[src/hdl/mesh_face_adjacency_defines.svh]
// Assertion macros shared by the mesh face adjacency modules.
`ifndef MESH_FACE_ADJACENCY_DEFINES_SVH
`define MESH_FACE_ADJACENCY_DEFINES_SVH

// The consequent must hold in the same cycle as the antecedent.
`define MFA_ASSERT_SAME(label, clk, rst, ante, cons) \
  label: assert property (@(posedge clk) disable iff (rst) (ante) |-> (cons)) \
    else $error("mesh face adjacency: same-cycle check failed");

// The consequent must hold in the cycle after the antecedent.
`define MFA_ASSERT_NEXT(label, clk, rst, ante, cons) \
  label: assert property (@(posedge clk) disable iff (rst) (ante) |=> (cons)) \
    else $error("mesh face adjacency: next-cycle check failed");

`endif

[src/hdl/mfa_pkg.sv]
// Package with constants, codes and controller/datapath interface types.
`default_nettype none
package mfa_pkg;

  localparam int MAX_FACES = 256;
  localparam int IDX_W     = (MAX_FACES > 1) ? $clog2(MAX_FACES) : 1;
  localparam int CNT_W     = $clog2(MAX_FACES + 1);
  localparam int VERT_W    = 8;
  localparam int WORD_W    = 4 * VERT_W;

  localparam logic [VERT_W-1:0] NO_FACE = 8'hFF;

  localparam logic [1:0] OP_CLEAR = 2'd0;
  localparam logic [1:0] OP_LOAD  = 2'd1;
  localparam logic [1:0] OP_QUERY = 2'd2;

  // Commands from the controller to the datapath.
  typedef struct packed {
    logic clear_store;
    logic load_face;
    logic capture;
    logic read_j;
    logic set_bad;
    logic take_j;
    logic scan_step;
  } mfa_cmd_t;

  // Status from the datapath to the controller.
  typedef struct packed {
    logic bad;
    logic scan_last;
  } mfa_stat_t;

endpackage
`default_nettype wire

[src/hdl/mfa_ctrl.sv]
// Controller state machine that sequences clears, loads and neighbour queries.
`default_nettype none
`include "mesh_face_adjacency_defines.svh"
module mfa_ctrl
  import mfa_pkg::*;
(
  input  wire logic      clk,
  input  wire logic      rst,
  input  wire logic      start,
  input  wire logic [1:0] op,
  input  wire mfa_stat_t stat,
  output mfa_cmd_t       cmd,
  output logic           busy,
  output logic           done
);

  typedef enum logic [2:0] {
    ST_IDLE,
    ST_CHECK,
    ST_LATCH,
    ST_SCAN,
    ST_DRAIN
  } state_t;

  state_t state;
  logic   take;

  assign busy = (state != ST_IDLE);
  assign take = start && !busy;

  always_comb begin
    cmd = '0;
    case (state)
      ST_IDLE: begin
        if (take) begin
          cmd.clear_store = (op == OP_CLEAR);
          cmd.load_face   = (op == OP_LOAD);
          cmd.capture     = (op == OP_QUERY);
        end
      end
      ST_CHECK: begin
        cmd.read_j  = 1'b1;
        cmd.set_bad = stat.bad;
      end
      ST_LATCH: cmd.take_j = 1'b1;
      ST_SCAN:  cmd.scan_step = 1'b1;
      default:  cmd = '0;
    endcase
  end

  always_ff @(posedge clk) begin
    if (rst) begin
      state <= ST_IDLE;
      done  <= 1'b0;
    end else begin
      done <= 1'b0;
      case (state)
        ST_IDLE: begin
          if (take && op == OP_QUERY) state <= ST_CHECK;
        end
        ST_CHECK: begin
          if (stat.bad) begin
            state <= ST_IDLE;
            done  <= 1'b1;
          end else begin
            state <= ST_LATCH;
          end
        end
        ST_LATCH: state <= ST_SCAN;
        ST_SCAN: begin
          if (stat.scan_last) state <= ST_DRAIN;
        end
        ST_DRAIN: begin
          state <= ST_IDLE;
          done  <= 1'b1;
        end
        default: state <= ST_IDLE;
      endcase
    end
  end

  `MFA_ASSERT_SAME(a_done_idle, clk, rst, done, state == ST_IDLE)
  `MFA_ASSERT_NEXT(a_query_busy, clk, rst, take && op == OP_QUERY, busy && !done)
  `MFA_ASSERT_NEXT(a_bad_skips_scan, clk, rst, state == ST_CHECK && stat.bad,
                   done && state == ST_IDLE)

endmodule
`default_nettype wire

[config.mk]
export PLATFORM = sky130hd
export DESIGN_NAME = mfa_ctrl
export DESIGN_NICKNAME = d
export VERILOG_FILES = /design/src/hdl/mfa_pkg.sv /design/src/hdl/mfa_ctrl.sv
export VERILOG_INCLUDE_DIRS = /design/src /design/src/hdl
export SDC_FILE = /design/constraint.sdc
export NUM_CORES = 1
export LEC_CHECK = 0
export BUFFER_PORTS_ARGS = -buffer_cell sky130_fd_sc_hd__buf_2
export CAP_MARGIN = 20
export CORE_AREA = 2 2 39 41
export DETAILED_ROUTE_END_ITERATION = 12
export DIE_AREA = 0 0 41 43
export SLEW_MARGIN = 5
export SYNTH_ARGS = -nofsm -noshare
export SYNTH_HDL_FRONTEND = slang
export SYNTH_SLANG_ARGS = --single-unit
export TNS_END_PERCENT = 10
[constraint.sdc]
create_clock -name clk -period 3.5 [get_ports clk]
set_clock_uncertainty 0.1 [all_clocks]
set_input_delay 0.7 -clock clk [delete_from_list [all_inputs] [get_ports clk]]
set_output_delay 0.7 -clock clk [all_outputs]
set_load 0.01 [all_outputs]
==> impl_metrics.prom <==
# TYPE chip_impl_metric gauge
chip_impl_metric{name="final_net_count",unit=""} 54
chip_impl_metric{name="yosysWarnings",unit=""} 0
chip_impl_metric{name="power_per_unit_of_standard_cell_area",unit="nW/um^2"} 354
chip_impl_info{name="cp-end-kind",value="output port"} 1
chip_impl_metric{name="fmax",unit="GHz"} 0.452
chip_impl_metric{name="critPathRequiredTime",unit="ns"} 2.70
chip_impl_metric{name="initial_antenna_violation_count",unit=""} 0
chip_impl_metric{name="post_route_cells_drive_above_1_share",unit="%"} 44.4
chip_impl_metric{name="leakagePower",unit="nW"} 0.166
chip_impl_metric{name="synthesis_to_layout_area_growth",unit="%"} 43.8
chip_impl_metric{name="route.detailed.wl_per_inst",unit="um"} 8.90
chip_impl_metric{name="io_pins",unit=""} 16
chip_impl_metric{name="total_power",unit="mW"} 0.123
chip_impl_metric{name="simple_logic_cell_fraction_of_the_synthesized_area",unit="%"} 45.4
chip_impl_metric{name="grt_usage",unit="%"} 6.92
chip_impl_info{name="critical-path-slowest-cell",value="sky130_fd_sc_hd__or3_4"} 1
chip_impl_metric{name="fp.dieW",unit="um"} 41
chip_impl_metric{name="synth_top_area_share",unit="%"} 33.0
chip_impl_info{name="critPathTopFamily",value="simple AND/OR/NAND/NOR gates"} 1
chip_impl_metric{name="detailedRoute.firstIterationViolations",unit=""} 1
chip_impl_metric{name="synth.cell_area",unit="um^2"} 243
chip_impl_metric{name="final.period_utilization",unit="%"} 63.3
chip_impl_metric{name="post_synth_cell_types",unit=""} 17
chip_impl_info{name="synth_top_family_by_area",value="simple AND/OR/NAND/NOR gates"} 1
chip_impl_metric{name="grt_first_pass_wirelength",unit="um"} 759
chip_impl_metric{name="cts_max_path_buffers",unit=""} 2
chip_impl_info{name="clockRootBuffer",value="sky130_fd_sc_hd__clkbuf_4"} 1
chip_impl_metric{name="grt.overflow.total",unit=""} 0
chip_impl_metric{name="vdd_drop_max",unit="mV"} 0.105
chip_impl_info{name="commonest_non_fill_non_tap_cell_in_the_layout",value="sky130_fd_sc_hd__buf_2"} 1
chip_impl_metric{name="fin_setup_tns",unit="ns"} 0
chip_impl_metric{name="synth_compound_gate_area_share",unit="%"} 12.4
chip_impl_metric{name="cp_data_arrival_time",unit="ns"} 1.41
chip_impl_metric{name="yosysSeqAreaShare",unit="%"} 33.0
chip_impl_metric{name="first_pass_iters",unit=""} 2
chip_impl_metric{name="floorplan.rows",unit=""} 14
chip_impl_metric{name="synth-seq-cells",unit=""} 4
chip_impl_metric{name="ctsHtreeMaxLevel",unit=""} 1
chip_impl_metric{name="grt_pass1_vias",unit=""} 208
chip_impl_metric{name="port-buffer-count",unit=""} 15
chip_impl_metric{name="timing.critical_path.fanout_max",unit=""} 10
chip_impl_metric{name="ant_nets",unit=""} 0
chip_impl_info{name="setup.worst_path.class",value="reg2out"} 1
chip_impl_metric{name="layout_setup_ws",unit="ns"} 1.29
chip_impl_metric{name="muxShareOfSynthArea",unit="%"} 0
chip_impl_metric{name="post_drt_via_cell_ratio",unit=""} 4.16
chip_impl_metric{name="period_minus_slack",unit="ns"} 2.21
chip_impl_info{name="rsz_0062_raised_after_global_routing",value="no"} 1
chip_impl_info{name="synth.top_cells.by_area",value="sky130_fd_sc_hd__dfxtp_1, sky130_fd_sc_hd__nor3b_1, sky130_fd_sc_hd__nor4b_2, sky130_fd_sc_hd__o21a_1, sky130_fd_sc_hd__nand2b_1"} 1
chip_impl_metric{name="vias",unit=""} 254
chip_impl_metric{name="dpl.hpwl",unit="um"} 442
chip_impl_metric{name="worst_slew_margin_rel",unit="%"} 82.0
chip_impl_info{name="run_status",value="finished clean"} 1
chip_impl_metric{name="nets_in_the_synthesized_netlist",unit=""} 35
chip_impl_metric{name="synth_adder_area_share",unit="%"} 0
chip_impl_info{name="clock_tree_from_tritoncts",value="built"} 1
chip_impl_metric{name="drc",unit=""} 0
chip_impl_info{name="timing.hold.worst.class",value="reg2reg"} 1
chip_impl_metric{name="max_cap_viol_count",unit=""} 0
chip_impl_metric{name="grt_max_degree",unit=""} 11
chip_impl_metric{name="timing_worst_slew_pin_value",unit="ns"} 0.266
chip_impl_metric{name="post-place-ws",unit="ns"} 1.43
chip_impl_metric{name="insertedDiodeCount",unit=""} 0
chip_impl_metric{name="hold_fix_buffer_count_after_cts",unit=""} 0
chip_impl_metric{name="drt-total-wl",unit="um"} 543
chip_impl_metric{name="post-cts-setup-buffer-count",unit=""} 0
chip_impl_metric{name="final_max_slew_viol_count",unit=""} 0
chip_impl_info{name="cp-start-kind",value="flop"} 1
chip_impl_metric{name="chipHeight",unit="um"} 43
chip_impl_info{name="most-common-layout-cells",value="sky130_fd_sc_hd__buf_2, sky130_fd_sc_hd__dfxtp_1, sky130_fd_sc_hd__inv_1, sky130_fd_sc_hd__nor2_1, sky130_fd_sc_hd__clkbuf_4"} 1
chip_impl_info{name="synth_largest_area_cell",value="sky130_fd_sc_hd__dfxtp_1"} 1
chip_impl_metric{name="clock_latency",unit="ns"} 0.23
chip_impl_metric{name="path_buf_inv",unit=""} 1
chip_impl_metric{name="postSynthAreaPerCell",unit="um^2"} 8.67
chip_impl_metric{name="clock_sinks",unit=""} 4
chip_impl_metric{name="hold_viol",unit=""} 0
chip_impl_metric{name="initial_utilization",unit="%"} 17.5
chip_impl_metric{name="setup-violations-final",unit=""} 0
chip_impl_info{name="path_cells",value="or3_4 > nor4b_2 > buf_2"} 1
chip_impl_metric{name="clkSlewWorstSetupHoldPaths",unit="ns"} 0.04
chip_impl_metric{name="core_area",unit="um^2"} 1380
chip_impl_metric{name="gp_congestion",unit=""} 0.742
chip_impl_metric{name="critical-path-max-stage-delay",unit="ns"} 0.43
chip_impl_metric{name="cts_made_buffers",unit=""} 3
chip_impl_metric{name="synth_xor_area_share",unit="%"} 0
chip_impl_metric{name="ctsResizeCount",unit=""} 0
chip_impl_metric{name="die_area",unit="um^2"} 1760
chip_impl_metric{name="netlist_instances",unit=""} 28
==> logic make-up after synthesis <==
group | Yosys count
AND/OR/NAND/NOR | 16
buffers and inverters | 4
AO/OA/AOI/OAI | 4
flip-flops | 4
==> synth_stat cells <==
master / count
sky130_fd_sc_hd__nand2b_1: 2
sky130_fd_sc_hd__a211oi_1: 1
sky130_fd_sc_hd__nor4_1: 2
sky130_fd_sc_hd__nor4bb_1: 1
sky130_fd_sc_hd__nand2_1: 1
sky130_fd_sc_hd__nor4b_2: 1
sky130_fd_sc_hd__buf_6: 1
sky130_fd_sc_hd__or3_4: 1
sky130_fd_sc_hd__inv_1: 3
sky130_fd_sc_hd__nor2_1: 3
sky130_fd_sc_hd__nor3_1: 1
sky130_fd_sc_hd__nand3b_1: 1
sky130_fd_sc_hd__nor3b_1: 2
sky130_fd_sc_hd__o21a_1: 2
sky130_fd_sc_hd__dfxtp_1: 4
sky130_fd_sc_hd__a21boi_0: 1
sky130_fd_sc_hd__and2_1: 1
==> through the flow <==
step,hold WS (ns),cells,util (%),area (um^2)
after detailed placement,0.429,58,23.6,327
after CTS,0.438,61,25.2,349
after floorplan,0.374,28,-,243
after global routing,0.456,61,25.2,349
final,0.429,61,25.2,349
after global placement,0.418,58,23.6,327
==> layer usage <==
layer | share of wire, % | up-vias | track usage [%]
met4 | 0 | 0 | 8.00
met5 | 0 | - | 0
met3 | 14 | 0 | 3.14
met2 | 41 | 13 | 9.06
met1 | 45 | 107 | 7.05
li1 | - | 134 | -
==> worst reg2reg max path: cells and delay by family, from the launching register on <==
| family | cells | cell delay (ns) |
|---|---|---|
| flops | 1 | 0.46 |
| compound gates | 2 | 0.38 |
==> power breakdown <==
part | switching, mW | leakage, nW | internal (mW)
sequential | 0.00149 | 0.0324 | 0.0468
combinational | 0.00880 | 0.120 | 0.00913
clock | 0.0189 | 0.0138 | 0.0384
total | 0.0291 | 0.166 | 0.0943
==> layout make-up <==
type	count	area, um^2
Multi-Input combinational cell	20	140
Sequential cell	4	80.1
Timing Repair Buffer	15	75.1
Tap cell	16	20.0
Clock buffer	3	22.5
Fill cell	163	1030
Inverter	3	11.3
==> state kept, by name, summed over array words and instances (netlist names) <==
signal and flops:
done 1, state 3
==> worst paths after layout <==
check	startpoint	endpoint	slack (ns)	cells after the start
hold reg to reg	state[2]	done	0.43	2
hold / removal	state[2]	done	0.43	2
setup reg to reg	state[0]	state[1]	2.46	2
setup / recovery	state[0]	cmd[4]	1.29	3
Power figures use the tool's default switching activity.
